<file path="config.mk">
export PLATFORM = sky130hd
export DESIGN_NAME = ctpa_cordic
export DESIGN_NICKNAME = d
export VERILOG_FILES = /design/src/rtl/ctpa_pkg.sv /design/src/rtl/ctpa_cordic.sv
export SDC_FILE = /design/constraint.sdc
export NUM_CORES = 2
export LEC_CHECK = 0
export ABC_AREA = 1
export ABC_CLOCK_PERIOD_IN_PS = 3960
export BUFFER_PORTS_ARGS = -buffer_cell sky130_fd_sc_hd__buf_2
export CORE_MARGIN = 1.5
export CORE_UTILIZATION = 40
export DETAILED_ROUTE_END_ITERATION = 8
export HOLD_SLACK_MARGIN = 0.12
export PLACE_DENSITY = 0.64
export SLEW_MARGIN = 20
export SYNTH_ARGS = -nofsm -noshare
export SYNTH_HDL_FRONTEND = slang
export SYNTH_SLANG_ARGS = --single-unit
</file>
<file path="constraint.sdc">
create_clock -name clk -period 3.96 [get_ports clk]
set_input_delay 0.396 -clock clk [delete_from_list [all_inputs] [get_ports clk]]
set_output_delay 0.396 -clock clk [all_outputs]
set_load 0.02 [all_outputs]
</file>
<file path="src/rtl/ctpa_pkg.sv">
// ctpa_pkg: shared types and constants for the cube texel to panorama address pipeline.
// Request structs, register codes, CORDIC table and fixed-point widths.
// No dependencies.
`timescale 1ns / 1ps

package ctpa_pkg;

  // Request payloads
  typedef struct packed {
    logic [2:0]  cube_face;
    logic [11:0] pixel_col;
    logic [11:0] pixel_row;
  } in_item_t;

  typedef struct packed {
    logic [12:0] pano_col;
    logic [11:0] pano_row;
    logic [26:0] element_offset;
  } out_item_t;

  // Configuration port
  localparam int CFG_IDX_W  = 2;
  localparam int CFG_DATA_W = 14;

  localparam logic [CFG_IDX_W-1:0] REG_FACE_EDGE   = 2'd0;
  localparam logic [CFG_IDX_W-1:0] REG_PANO_WIDTH  = 2'd1;
  localparam logic [CFG_IDX_W-1:0] REG_PANO_HEIGHT = 2'd2;

  localparam logic [12:0] FACE_EDGE_RST   = 13'd512;
  localparam logic [13:0] PANO_WIDTH_RST  = 14'd2048;
  localparam logic [12:0] PANO_HEIGHT_RST = 13'd1024;

  // Face codes
  localparam logic [2:0] FACE_PX = 3'd0;
  localparam logic [2:0] FACE_NX = 3'd1;
  localparam logic [2:0] FACE_PY = 3'd2;
  localparam logic [2:0] FACE_NY = 3'd3;
  localparam logic [2:0] FACE_PZ = 3'd4;

  // Fixed-point widths: direction components, CORDIC datapath, angles
  localparam int COMP_W = 17;
  localparam int CD_W   = 20;
  localparam int ANG_W  = 18;

  localparam logic signed [COMP_W-1:0] COMP_ONE = 17'sd32768;
  localparam logic signed [ANG_W-1:0]  ANG_HALF = 18'sd32768;
  localparam logic [15:0]              INV_GAIN = 16'd39797;

  // Vectoring CORDIC arctangents, 65536 per turn
  localparam int CORDIC_STEPS = 15;
  localparam logic signed [ANG_W-1:0] ATAN_TURN [CORDIC_STEPS] = '{
    18'sd8192, 18'sd4836, 18'sd2555, 18'sd1297, 18'sd651, 18'sd326, 18'sd163,
    18'sd81, 18'sd41, 18'sd20, 18'sd10, 18'sd5, 18'sd3, 18'sd1, 18'sd1
  };

  // Zero acts as one, oversize acts as the maximum
  function automatic int unsigned eff_size(input int unsigned r, input int unsigned m);
    int unsigned res;
    res = r;
    if (r == 0) res = 1;
    else if (r > m) res = m;
    return res;
  endfunction

endpackage

</file>
<file path="src/rtl/ctpa_cordic.sv">
// ctpa_cordic: pipelined vectoring CORDIC, one micro-rotation per stage.
// Gives atan2(y, x) in turn units and the gain-scaled magnitude; carries a side word.
// Depends on ctpa_pkg.
`timescale 1ns / 1ps

module ctpa_cordic #(
  parameter int SIDE_W = 17
) (
  input  logic                               clk,
  input  logic                               rst,
  input  logic                               en,
  input  logic                               in_valid,
  input  logic signed [ctpa_pkg::CD_W-1:0]   in_x,
  input  logic signed [ctpa_pkg::CD_W-1:0]   in_y,
  input  logic [SIDE_W-1:0]                  in_side,
  output logic                               out_valid,
  output logic signed [ctpa_pkg::CD_W-1:0]   out_x,
  output logic signed [ctpa_pkg::ANG_W-1:0]  out_angle,
  output logic [SIDE_W-1:0]                  out_side
);
  import ctpa_pkg::*;

  // Pre-rotation stage: half turn for the left half plane, zero detect
  logic                    v0, z0;
  logic signed [CD_W-1:0]  x0, y0;
  logic signed [ANG_W-1:0] a0;
  logic [SIDE_W-1:0]       s0;

  always_ff @(posedge clk) begin
    if (rst) begin
      v0 <= 1'b0;
    end else if (en) begin
      v0 <= in_valid;
    end
  end

  always_ff @(posedge clk) begin
    if (en) begin
      z0 <= (in_x == '0) && (in_y == '0);
      s0 <= in_side;
      if (in_x < 0) begin
        x0 <= -in_x;
        y0 <= -in_y;
        a0 <= (in_y >= 0) ? ANG_HALF : -ANG_HALF;
      end else begin
        x0 <= in_x;
        y0 <= in_y;
        a0 <= '0;
      end
    end
  end

  logic                    vld [CORDIC_STEPS];
  logic                    zf  [CORDIC_STEPS];
  logic signed [CD_W-1:0]  xs  [CORDIC_STEPS];
  logic signed [CD_W-1:0]  ys  [CORDIC_STEPS];
  logic signed [ANG_W-1:0] as  [CORDIC_STEPS];
  logic [SIDE_W-1:0]       sd  [CORDIC_STEPS];

  // Micro-rotations, drive y toward zero
  for (genvar i = 0; i < CORDIC_STEPS; i++) begin : g_rot
    logic                    v_s, z_s;
    logic signed [CD_W-1:0]  x_s, y_s, dx, dy;
    logic signed [ANG_W-1:0] a_s;
    logic [SIDE_W-1:0]       s_s;

    if (i == 0) begin : g_first
      assign v_s = v0;
      assign z_s = z0;
      assign x_s = x0;
      assign y_s = y0;
      assign a_s = a0;
      assign s_s = s0;
    end else begin : g_next
      assign v_s = vld[i-1];
      assign z_s = zf[i-1];
      assign x_s = xs[i-1];
      assign y_s = ys[i-1];
      assign a_s = as[i-1];
      assign s_s = sd[i-1];
    end

    assign dx = y_s >>> i;
    assign dy = x_s >>> i;

    always_ff @(posedge clk) begin
      if (rst) begin
        vld[i] <= 1'b0;
      end else if (en) begin
        vld[i] <= v_s;
      end
    end

    always_ff @(posedge clk) begin
      if (en) begin
        zf[i] <= z_s;
        sd[i] <= s_s;
        if (!y_s[CD_W-1]) begin
          xs[i] <= x_s + dx;
          ys[i] <= y_s - dy;
          as[i] <= a_s + ATAN_TURN[i];
        end else begin
          xs[i] <= x_s - dx;
          ys[i] <= y_s + dy;
          as[i] <= a_s - ATAN_TURN[i];
        end
      end
    end
  end

  // zero vector reads as angle zero; its magnitude is already zero
  assign out_valid = vld[CORDIC_STEPS-1];
  assign out_x     = xs[CORDIC_STEPS-1];
  assign out_angle = zf[CORDIC_STEPS-1] ? '0 : as[CORDIC_STEPS-1];
  assign out_side  = sd[CORDIC_STEPS-1];

endmodule

</file>
==> out/qor.yml <==
detailed_routing:
  drt_iter0_markers: 5538
  first_pass_iters: 6
  wirelength_um: 233900
  vias_per_cell: 5.193
  drtAntennaViolNets: 0
  wire_per_inst_um: 17.08
  drc: 0
  vias: 71110
sta:
  finalCriticalPeriod_ns: 3.573
  fin_worst_skew_ns: 0.06133
  drv_slew: 0
  hold_viol: 0
  setup_violations: 0
  slew_headroom_pct: 24.70
  tightest_slew_ns: 1.129
  finalSetupTns_ns: 0
  rsz0062_at_grt: "false"
  max_freq_mhz: 279.9
  post-route-period-util_pct: 90.22
setup_path:
  end_kind: "register"
  crit_arrival_ns: 4.14
  crit_top_cell: "nand2_1"
  required_ns: 4.52
  crit_type: "register to register"
  crit_path_max_fanout: 6
  worst_setup_path_start_kind: "register"
  critPathMaxStageDelay_ns: 0.47
  crit_chain: "inv_1 > ha_1 > nand4_1 > nor3_2 > nand3_1 > nand2_1 > nand2_1 > nand2_1 > nand2_1 > ha_1 > nand2_1 > nor3_1 > and2_1 > nand4_1 > nand3b_1 > nand2_1"
  cp_slowest_cell: "edfxtp_1"
  cp.buffers_inverters: 1
  cpLargestDelayFamily: "simple AND/OR/NAND/NOR gates"
grt:
  grt_max_degree: 199
  grt_use_total_pct: 21.12
  overflow: 0
  grt_pass1_wl_um: 369800
  grt_pass1_vias: 68630
  antenna_found_initial: 7
clocking:
  numCtsBuffers: 137
  clock_sinks: 1140
  htreeDepth: 4
  ctsResizeCount: 0
  clk_pin_slew_ns: 0.06
  clk_path_buf_depth: 3
  root_buffer: "clkbuf_16"
  clock_latency_ns: 0.82
  cts_tree: "built"
logic_synthesis:
  ys_seq_elements: 1140
  synth_common_cells: "2597 x nand2_1, 1300 x inv_1, 1139 x edfxtp_1"
  synth_ff_type: "edfxtp_1"
  syn_nets: 11380
  ys_warn_count: 0
  synth_top_area_cell: "edfxtp_1"
  synth_most_common_cell: "nand2_1"
  synth.avg_cell_area_um2: 8.237
  synth_edf_count: 1139
  ys_async_sr_fraction_pct: 0
  yosysSeqAreaShare_pct: 39.75
  yosysTopAreaCellShare_pct: 39.73
  syn_inst: 10450
  synth_top_cells_by_area: "edfxtp_1 40%, ha_1 12%, nand2_1 11%"
  ys_types: 52
  synth_area_um2: 86100
placed_design:
  gp_congestion: 0.9560
  dp_hpwl_um: 188500
  dpl.cell_count: 13370
  postPlaceCellArea_um2: 90280
  port_buffers: 115
floorplan:
  chipHeight_um: 466.9
  core_area_um2: 214200
  num_rows: 170
  initial_core_util_pct: 40.20
  die_w_um: 466.9
  dieArea_um2: 218000
  io_pins: 117
finish:
  area_growth_syn_to_layout_pct: 11.14
  finalNonFillerCells: 13700
  layout-drive-gt1-share_pct: 4.403
  fin_util_pct: 44.68
  final_nets: 11680
  finalInstanceArea_um2: 95690
  num_antenna_cells: 0
status:
  status: "finished clean"
job:
  cap_violations: 0
worst_hold_path:
  hp-class: "input pin to register"
-- sequential cells by signal, summed over array words and instances (netlist names) --
register,cells
a0,2
as,229
ys,265
zf,15
sd,255
g_rot.s_s,17
vld,15
g_rot.dx,20
g_rot.z_s,1
xs,300
g_rot.v_s,1
g_rot.dy,20
-- layout make-up --
class | instances | area [µm²]
Clock buffer | 161 | 3602
Clock inverter | 87 | 1052
Fill cell | 20930 | 118500
Inverter | 1314 | 4932
Multi-Input combinational cell | 7900 | 46430
Sequential cell | 1140 | 34220
Tap cell | 2838 | 3551
Timing Repair Buffer | 255 | 1902
-- through the flow --
| stage | hold slack [ns] | setup slack, ns |
|---|---|---|
| 2_1_floorplan | 0.4003 | 1.025 |
| 5_1_grt | 0.2553 | 0.1272 |
| 4_1_cts | 0.2223 | 0.4726 |
| 3_3_place_gp | 0.4006 | 0.4352 |
| 6_report | 0.2951 | 0.3871 |
| 3_5_place_dp | 0.4045 | 0.4672 |
-- logic make-up (layout without fill, tap and decap cells) --
family,count (synthesis),after routing,share of synthesized area [%]
simple gates,4680,4680,22.64
compound gates,1540,1540,10.06
buf+inv,1413,1817,6.326
flops,1140,1140,39.75
fa+ha+maj,867,867,12.96
xor+xnor,812,812,8.260
other cells,1,1,0.004355
-- cells in the final DEF (no fill, tap or decap), types with 11 or more instances in the layout --
cell,n
and2_1,21
nand4_1,142
nor3_1,159
nor2_2,11
bufinv_16,13
nand2_2,18
fa_1,41
o21a_1,25
xnor2_1,154
clkbuf_1,19
a21boi_0,33
clkbuf_16,140
nand2_1,2597
o21bai_1,70
inv_2,13
buf_2,114
a21o_1,122
edfxtp_1,1139
inv_1,1300
o21ai_1,19
a31oi_1,77
ha_1,826
a211oi_1,16
nor3_2,13
clkinv_2,21
dlygate4sd3_1,76
o31ai_1,38
a21oi_1,755
nor4_1,26
xor2_1,658
nand3b_1,49
clkinvlp_4,13
nor2_1,963
clkinv_1,16
nand3_1,654
or2_2,11
o21ai_0,355
buf_4,58
-- path summary, 6_finish.rpt --
kind / startpoint / to / slack [ns] / depth (start not counted)
min: in_side[13] / g_rot[0].s_s[13] / 0.30 / 2
min reg2reg: zf[0][1] / zf[0][2] / 0.41 / 0
max reg2reg: xs[0][1] / ys[0][39] / 0.39 / 16
max: xs[0][1] / ys[0][39] / 0.39 / 16
-- layer usage --
metal  track usage (%)  part of all wire [%]  routed length, µm  up-vias
met5                 0                0.0056                 13        -
met4             6.021                   2.6               5981        2
met1             27.85                    45             106300    33220
met2             35.98                    47             110300     1754
li1                  -                     -                  -    35790
met3             2.862                   4.8              11240      343
-- timing repair --
item | in CTS | in global routing
buffers inserted | 0 | 0
hold buffers | 76 | 0
setup endpoints to repair | 0 | 0
endpoints found under the hold margin | 76 | 0
Power is left out: the tool's default activity adds up to more than one toggle a clock period on the data nets, which glitch-free logic cannot reach.
