### config.mk
export PLATFORM = sky130hd
export DESIGN_NAME = ctpa_scale
export DESIGN_NICKNAME = d
export VERILOG_FILES = /design/src/rtl/ctpa_pkg.sv /design/src/rtl/ctpa_scale.sv
export SDC_FILE = /design/constraint.sdc
export NUM_CORES = 2
export LEC_CHECK = 0
export BUFFER_PORTS_ARGS = -buffer_cell sky130_fd_sc_hd__buf_2
export CAP_MARGIN = 5
export CORE_MARGIN = 10
export CORE_UTILIZATION = 60
export CTS_CLUSTER_SIZE = 20
export DETAILED_ROUTE_END_ITERATION = 12
export PLACE_DENSITY = 0.78
export SYNTH_ARGS = -nofsm -noshare
export SYNTH_HDL_FRONTEND = slang
export SYNTH_SLANG_ARGS = --single-unit
### constraint.sdc
create_clock -name clk -period 8.45 [get_ports clk]
set_clock_uncertainty 0.15 [all_clocks]
set_input_delay 1.69 -clock clk [delete_from_list [all_inputs] [get_ports clk]]
set_output_delay 1.69 -clock clk [all_outputs]
set_load 0.005 [all_outputs]
### src/rtl/ctpa_pkg.sv
// ctpa_pkg: shared types and constants for the cube texel to panorama address pipeline.
// Request structs, register codes, CORDIC table and fixed-point widths.
// No dependencies.
`timescale 1ns / 1ps

package ctpa_pkg;

  // Request payloads
  typedef struct packed {
    logic [2:0]  cube_face;
    logic [11:0] pixel_col;
    logic [11:0] pixel_row;
  } in_item_t;

  typedef struct packed {
    logic [12:0] pano_col;
    logic [11:0] pano_row;
    logic [26:0] element_offset;
  } out_item_t;

  // Configuration port
  localparam int CFG_IDX_W  = 2;
  localparam int CFG_DATA_W = 14;

  localparam logic [CFG_IDX_W-1:0] REG_FACE_EDGE   = 2'd0;
  localparam logic [CFG_IDX_W-1:0] REG_PANO_WIDTH  = 2'd1;
  localparam logic [CFG_IDX_W-1:0] REG_PANO_HEIGHT = 2'd2;

  localparam logic [12:0] FACE_EDGE_RST   = 13'd512;
  localparam logic [13:0] PANO_WIDTH_RST  = 14'd2048;
  localparam logic [12:0] PANO_HEIGHT_RST = 13'd1024;

  // Face codes
  localparam logic [2:0] FACE_PX = 3'd0;
  localparam logic [2:0] FACE_NX = 3'd1;
  localparam logic [2:0] FACE_PY = 3'd2;
  localparam logic [2:0] FACE_NY = 3'd3;
  localparam logic [2:0] FACE_PZ = 3'd4;

  // Fixed-point widths: direction components, CORDIC datapath, angles
  localparam int COMP_W = 17;
  localparam int CD_W   = 20;
  localparam int ANG_W  = 18;

  localparam logic signed [COMP_W-1:0] COMP_ONE = 17'sd32768;
  localparam logic signed [ANG_W-1:0]  ANG_HALF = 18'sd32768;
  localparam logic [15:0]              INV_GAIN = 16'd39797;

  // Vectoring CORDIC arctangents, 65536 per turn
  localparam int CORDIC_STEPS = 15;
  localparam logic signed [ANG_W-1:0] ATAN_TURN [CORDIC_STEPS] = '{
    18'sd8192, 18'sd4836, 18'sd2555, 18'sd1297, 18'sd651, 18'sd326, 18'sd163,
    18'sd81, 18'sd41, 18'sd20, 18'sd10, 18'sd5, 18'sd3, 18'sd1, 18'sd1
  };

  // Zero acts as one, oversize acts as the maximum
  function automatic int unsigned eff_size(input int unsigned r, input int unsigned m);
    int unsigned res;
    res = r;
    if (r == 0) res = 1;
    else if (r > m) res = m;
    return res;
  endfunction

endpackage

### src/rtl/ctpa_scale.sv
// ctpa_scale: longitude/latitude to panorama column, row and element offset.
// Six register stages: clamp, multiply, clamp, multiply, add, times three.
// Depends on ctpa_pkg.
`timescale 1ns / 1ps

module ctpa_scale #(
  parameter int WW = 14,
  parameter int HW = 13
) (
  input  logic                               clk,
  input  logic                               rst,
  input  logic                               en,
  input  logic                               in_valid,
  input  logic signed [ctpa_pkg::ANG_W-1:0]  lon,
  input  logic signed [ctpa_pkg::ANG_W-1:0]  lat,
  input  logic [WW-1:0]                      w_eff,
  input  logic [HW-1:0]                      h_eff,
  output logic                               out_valid,
  output ctpa_pkg::out_item_t                out_data
);
  import ctpa_pkg::*;

  logic v1, v2, v3, v4, v5;

  // valid chain
  always_ff @(posedge clk) begin
    if (rst) begin
      v1 <= 1'b0; v2 <= 1'b0; v3 <= 1'b0; v4 <= 1'b0; v5 <= 1'b0;
      out_valid <= 1'b0;
    end else if (en) begin
      v1 <= in_valid; v2 <= v1; v3 <= v2; v4 <= v3; v5 <= v4;
      out_valid <= v5;
    end
  end

  // Stage 1: offset and clamp the angles
  logic signed [ANG_W:0] t_full, p_full;
  logic [16:0] t1;
  logic [15:0] p1;

  assign t_full = (ANG_W+1)'(lon) + 19'sd32768;
  assign p_full = (ANG_W+1)'(lat) + 19'sd16384;

  always_ff @(posedge clk) begin
    if (en) begin
      if (t_full < 0)              t1 <= '0;
      else if (t_full > 19'sd65536) t1 <= 17'd65536;
      else                          t1 <= t_full[16:0];
      if (p_full < 0)              p1 <= '0;
      else if (p_full > 19'sd32768) p1 <= 16'd32768;
      else                          p1 <= p_full[15:0];
    end
  end

  // Stage 2: scale by size
  logic [16+WW:0] tw2;
  logic [15+HW:0] ph2;

  always_ff @(posedge clk) begin
    if (en) begin
      tw2 <= t1 * w_eff;
      ph2 <= p1 * h_eff;
    end
  end

  // Stage 3: drop fraction, clamp to size minus one
  logic [WW:0]   pcr;
  logic [HW:0]   prr;
  logic [WW-1:0] pc3;
  logic [HW-1:0] pr3;

  assign pcr = tw2[16+WW:16];
  assign prr = ph2[15+HW:15];

  always_ff @(posedge clk) begin
    if (en) begin
      pc3 <= (pcr >= {1'b0, w_eff}) ? w_eff - 1'b1 : pcr[WW-1:0];
      pr3 <= (prr >= {1'b0, h_eff}) ? h_eff - 1'b1 : prr[HW-1:0];
    end
  end

  // Stage 4: row times width
  logic [HW+WW-1:0] prw4;
  logic [WW-1:0]    pc4;
  logic [HW-1:0]    pr4;

  always_ff @(posedge clk) begin
    if (en) begin
      prw4 <= pr3 * w_eff;
      pc4  <= pc3;
      pr4  <= pr3;
    end
  end

  // Stage 5: add column
  logic [26:0]   sum5;
  logic [WW-1:0] pc5;
  logic [HW-1:0] pr5;

  always_ff @(posedge clk) begin
    if (en) begin
      sum5 <= 27'(prw4) + 27'(pc4);
      pc5  <= pc4;
      pr5  <= pr4;
    end
  end

  // Stage 6: three channels per pixel
  always_ff @(posedge clk) begin
    if (en) begin
      out_data.element_offset <= {sum5[25:0], 1'b0} + sum5;
      out_data.pano_col       <= 13'(pc5);
      out_data.pano_row       <= 12'(pr5);
    end
  end

endmodule

==> impl_metrics.py <==
metrics = {
    "sta": {
        "period_share_pct": 89.31,
        "rsz0062_at_grt": "no",
        "slew_headroom_pct": 30.60,
        "post-route-min-period_ns": 7.546,
        "finalSetupViolations": 0,
        "drv_slew": 0,
        "max_clock_freq_mhz": 132.5,
        "hold_violations": 0,
        "setup_tns_ns": 0,
        "timing_worst_slew_pin_value_ns": 1.041,
    },
    "synth": {
        "synth_edf_count": 246,
        "muxShareOfSynthArea_pct": 1.341,
        "syn_inst": 3054,
        "synthDistinctLibCells": 60,
        "yosys.area_share.simple_pct": 14.36,
        "async_flop_share_pct": 0,
        "synth_xor_area_share_pct": 3.092,
        "synth-adder-area-share_pct": 42.41,
        "ys_warn_count": 0,
        "syn_avg_cell_area_um2": 10.11,
        "ys.flop_type": "edfxtp_1",
        "ys_ff_latch": 252,
        "yosysSeqAreaShare_pct": 24.31,
        "synth_nets": 3890,
        "synth_compound_area_share_pct": 5.908,
        "synth_top_family_by_area": "adder cells",
        "synth_area_mm2": 0.03088,
    },
    "critical_path": {
        "worst-r2r-setup-slack_ns": 1.48,
        "cp_data_required_time_ns": 8.62,
        "cp_max_fo": 12,
        "path_class": "input pin to flip-flop",
        "worstSetupStartpoint": "w_eff[2]",
        "reg2reg_from": "t1[9]",
        "worstPathArrival_ns": 7.71,
        "worst_setup_path_start_kind": "input pin",
        "rr_endpoint": "tw2[30]",
        "rr_worst_depth": 21,
        "cp-end-kind": "flip-flop",
    },
    "finish": {
        "nFillCells": 3998,
        "multi_input_area_mm2": 0.02073,
        "diodes": 0,
        "ff_latch_area_mm2": 0.007507,
        "area_delta_synth_final_pct": 6.544,
        "drive_above_1_share_pct": 6.786,
        "fin_nets": 3937,
    },
    "detailed_routing": {
        "drt_iter0_drc": 1346,
        "routed_wl_um": 65830,
        "vias": 21180,
        "vias_per_cell": 5.569,
        "dr.pass1.iters": 5,
        "drc_errors": 0,
        "antenna_left": 0,
        "wire_per_inst_um": 17.31,
    },
    "clock_network": {
        "clk_transition_reported_paths_ns": 0.06,
        "cts_setup_buffers": 0,
        "clk_latency_ns": 0.59,
        "cts_num_sinks": 252,
        "cts_resized": 0,
        "clk_path_buf_depth": 3,
        "cts_hold_buf": 0,
        "cts-buffers-inserted": 29,
        "h-tree-depth": 1,
        "cts-root-buf": "clkbuf_16",
        "cts_tree": "yes",
    },
    "floorplanning": {
        "start_util_pct": 60.44,
        "row_count": 83,
        "die_h_um": 246.9,
        "core_mm2": 0.05109,
        "die-width_um": 246.9,
        "die_area_mm2": 0.06094,
        "ios": 120,
    },
    "worst_hold_path": {
        "worstHoldStart": "pc5[1]",
        "hold_path_class": "flip-flop to flip-flop",
        "hold_end": "out_data[40]",
        "whs_path_depth": 0,
    },
    "grt": {
        "antenna_found_initial": 1,
        "grt_pass1_wl_um": 111300,
        "grt_pass1_vias": 22850,
        "grt.overflow.total": 0,
        "grt_max_degree": 132,
        "grt_usage_pct": 22.33,
    },
    "placement": {
        "dp_hpwl_um": 51460,
        "port-buffer-count": 119,
        "gp_congestion": 0.9223,
    },
    "flow_run": {
        "drv_cap": 0,
    },
    "status": {
        "status": "finished, final reports clean",
    },
}
critical path, cell delays in order:
cell and delay [ns]:
buf_2 0.19, and2_1 0.21, fa_1 0.53, inv_1 0.05, fa_1 0.48, inv_1 0.06, fa_1 0.49, fa_1 0.50
fa_1 0.49, inv_1 0.05, fa_1 0.47, inv_1 0.04, ha_1 0.31, a21oi_1 0.21, nor2_1 0.05, or4_1 0.47
a221oi_1 0.27, o31ai_1 0.23, a31oi_1 0.34, nor2_1 0.11, a2111oi_2 0.34, xnor2_1 0.11
synthesized netlist by cell type, types with 4 or more instances:
cell type    n  area (um2)
o211ai_1     5       37.54
a21oi_1     67       335.3
dfxtp_1      6       120.1
o21bai_1     9       67.56
ha_1       306        3829
a21o_1      54       405.4
nor2b_1     18       112.6
o21ai_0     43       215.2
xnor2_1     77       674.4
a21boi_0     6       45.04
edfxtp_1   246        7387
fa_1       463        9269
clkbuf_1   115       431.7
xor2_1      32       280.3
o21a_1      14       105.1
nor3_1      27       135.1
and2_1     283        1770
nand4_1     17       106.4
mux2i_1     14       140.1
nor2_1      68       255.2
a211oi_1    11       82.58
nand2b_1    13       81.33
o31ai_1      5       37.54
or3_1        5       31.28
mux2_4       7       105.1
nor4_1       9       56.30
and3_1      10       62.56
o2111ai_1    4       35.03
nand3_1     25       125.1
a211o_1      5       43.79
a221oi_1     8       70.07
a31oi_1     10       62.56
nand2_1    426        1599
inv_1      584        2192
mux2_2      15       168.9
through the flow:
stage / setup slack, ns / utilization (%) / hold slack [ns] / cell area (um2) / cells
4_1_cts: 0.9328 / 64.39 / 0.2699 / 32900 / 3804
5_1_grt: 0.5636 / 64.39 / 0.2741 / 32900 / 3804
3_3_place_gp: 0.4806 / 62.66 / 0.2522 / 32010 / 3750
3_5_place_dp: 0.3464 / 62.66 / 0.2545 / 32010 / 3750
6_report: 0.9036 / 64.39 / 0.2696 / 32900 / 3804
2_1_floorplan: 0.5975 / - / 0.2503 / 30880 / 3054
worst max-delay path by stage:
stage	end	slack, ns	cells past startpoint
2_1_floorplan	tw2[25]	0.60	23
5_1_grt	tw2[30]	0.56	22
3_3_place_gp	tw2[25]	0.48	22
3_5_place_dp	tw2[30]	0.35	22
4_1_cts	tw2[30]	0.93	22
6_report	tw2[30]	0.90	22
sequential cells by signal, indices dropped and copies added, names as in the netlist:
register / cells
out_data: 52
out_valid: 1
p1: 16
pc3: 14
pc4: 14
pc5: 13
ph2: 14
pr3: 13
pr4: 12
pr5: 12
prw4: 27
sum5: 27
t1: 17
tw2: 15
v1: 1
v2: 1
v3: 1
v4: 1
v5: 1
logic make-up after synthesis:
family                     Yosys count
buffers and inverters              703
DFF                                252
AOI/OAI and AO/OA                  271
muxes                               36
adders and majority gates          769
xor gates and xnor gates           109
and+or+nand+nor                    914
routing by layer:
metal / share of wire [%] / up-vias / GRT usage (%) / wire [um]
li1: - / 9723 / - / -
met1: 40 / 10520 / 28.36 / 26590
met2: 49 / 776 / 38.29 / 32310
met3: 7.4 / 159 / 4.003 / 4868
met4: 3.1 / 2 / 6.910 / 2045
met5: 0.026 / - / 0 / 17
final cells by class:
| cell class | instances | share of cell area, % |
|---|---|---|
| tap | 680 | 2.586 |
| sequential | 252 | 22.82 |
| clock buffer | 32 | 2.240 |
| inverter | 584 | 6.663 |
| timing repair buffer | 135 | 2.244 |
| multi-input combinational | 2099 | 63.00 |
| clock inverter | 22 | 0.4526 |
cell usage in the layout (no fill, tap or decap), types with 27 or more instances in the layout:
cell	count
clkbuf_16	29
nor2_1	68
nand2_1	426
xnor2_1	77
ha_1	306
a21o_1	54
inv_1	584
edfxtp_1	246
and2_1	283
nor3_1	27
fa_1	463
xor2_1	32
buf_2	118
a21oi_1	67
o21ai_0	43
Power is left out: the tool's default activity adds up to more than one toggle a clock period on the data nets, which glitch-free logic cannot reach.
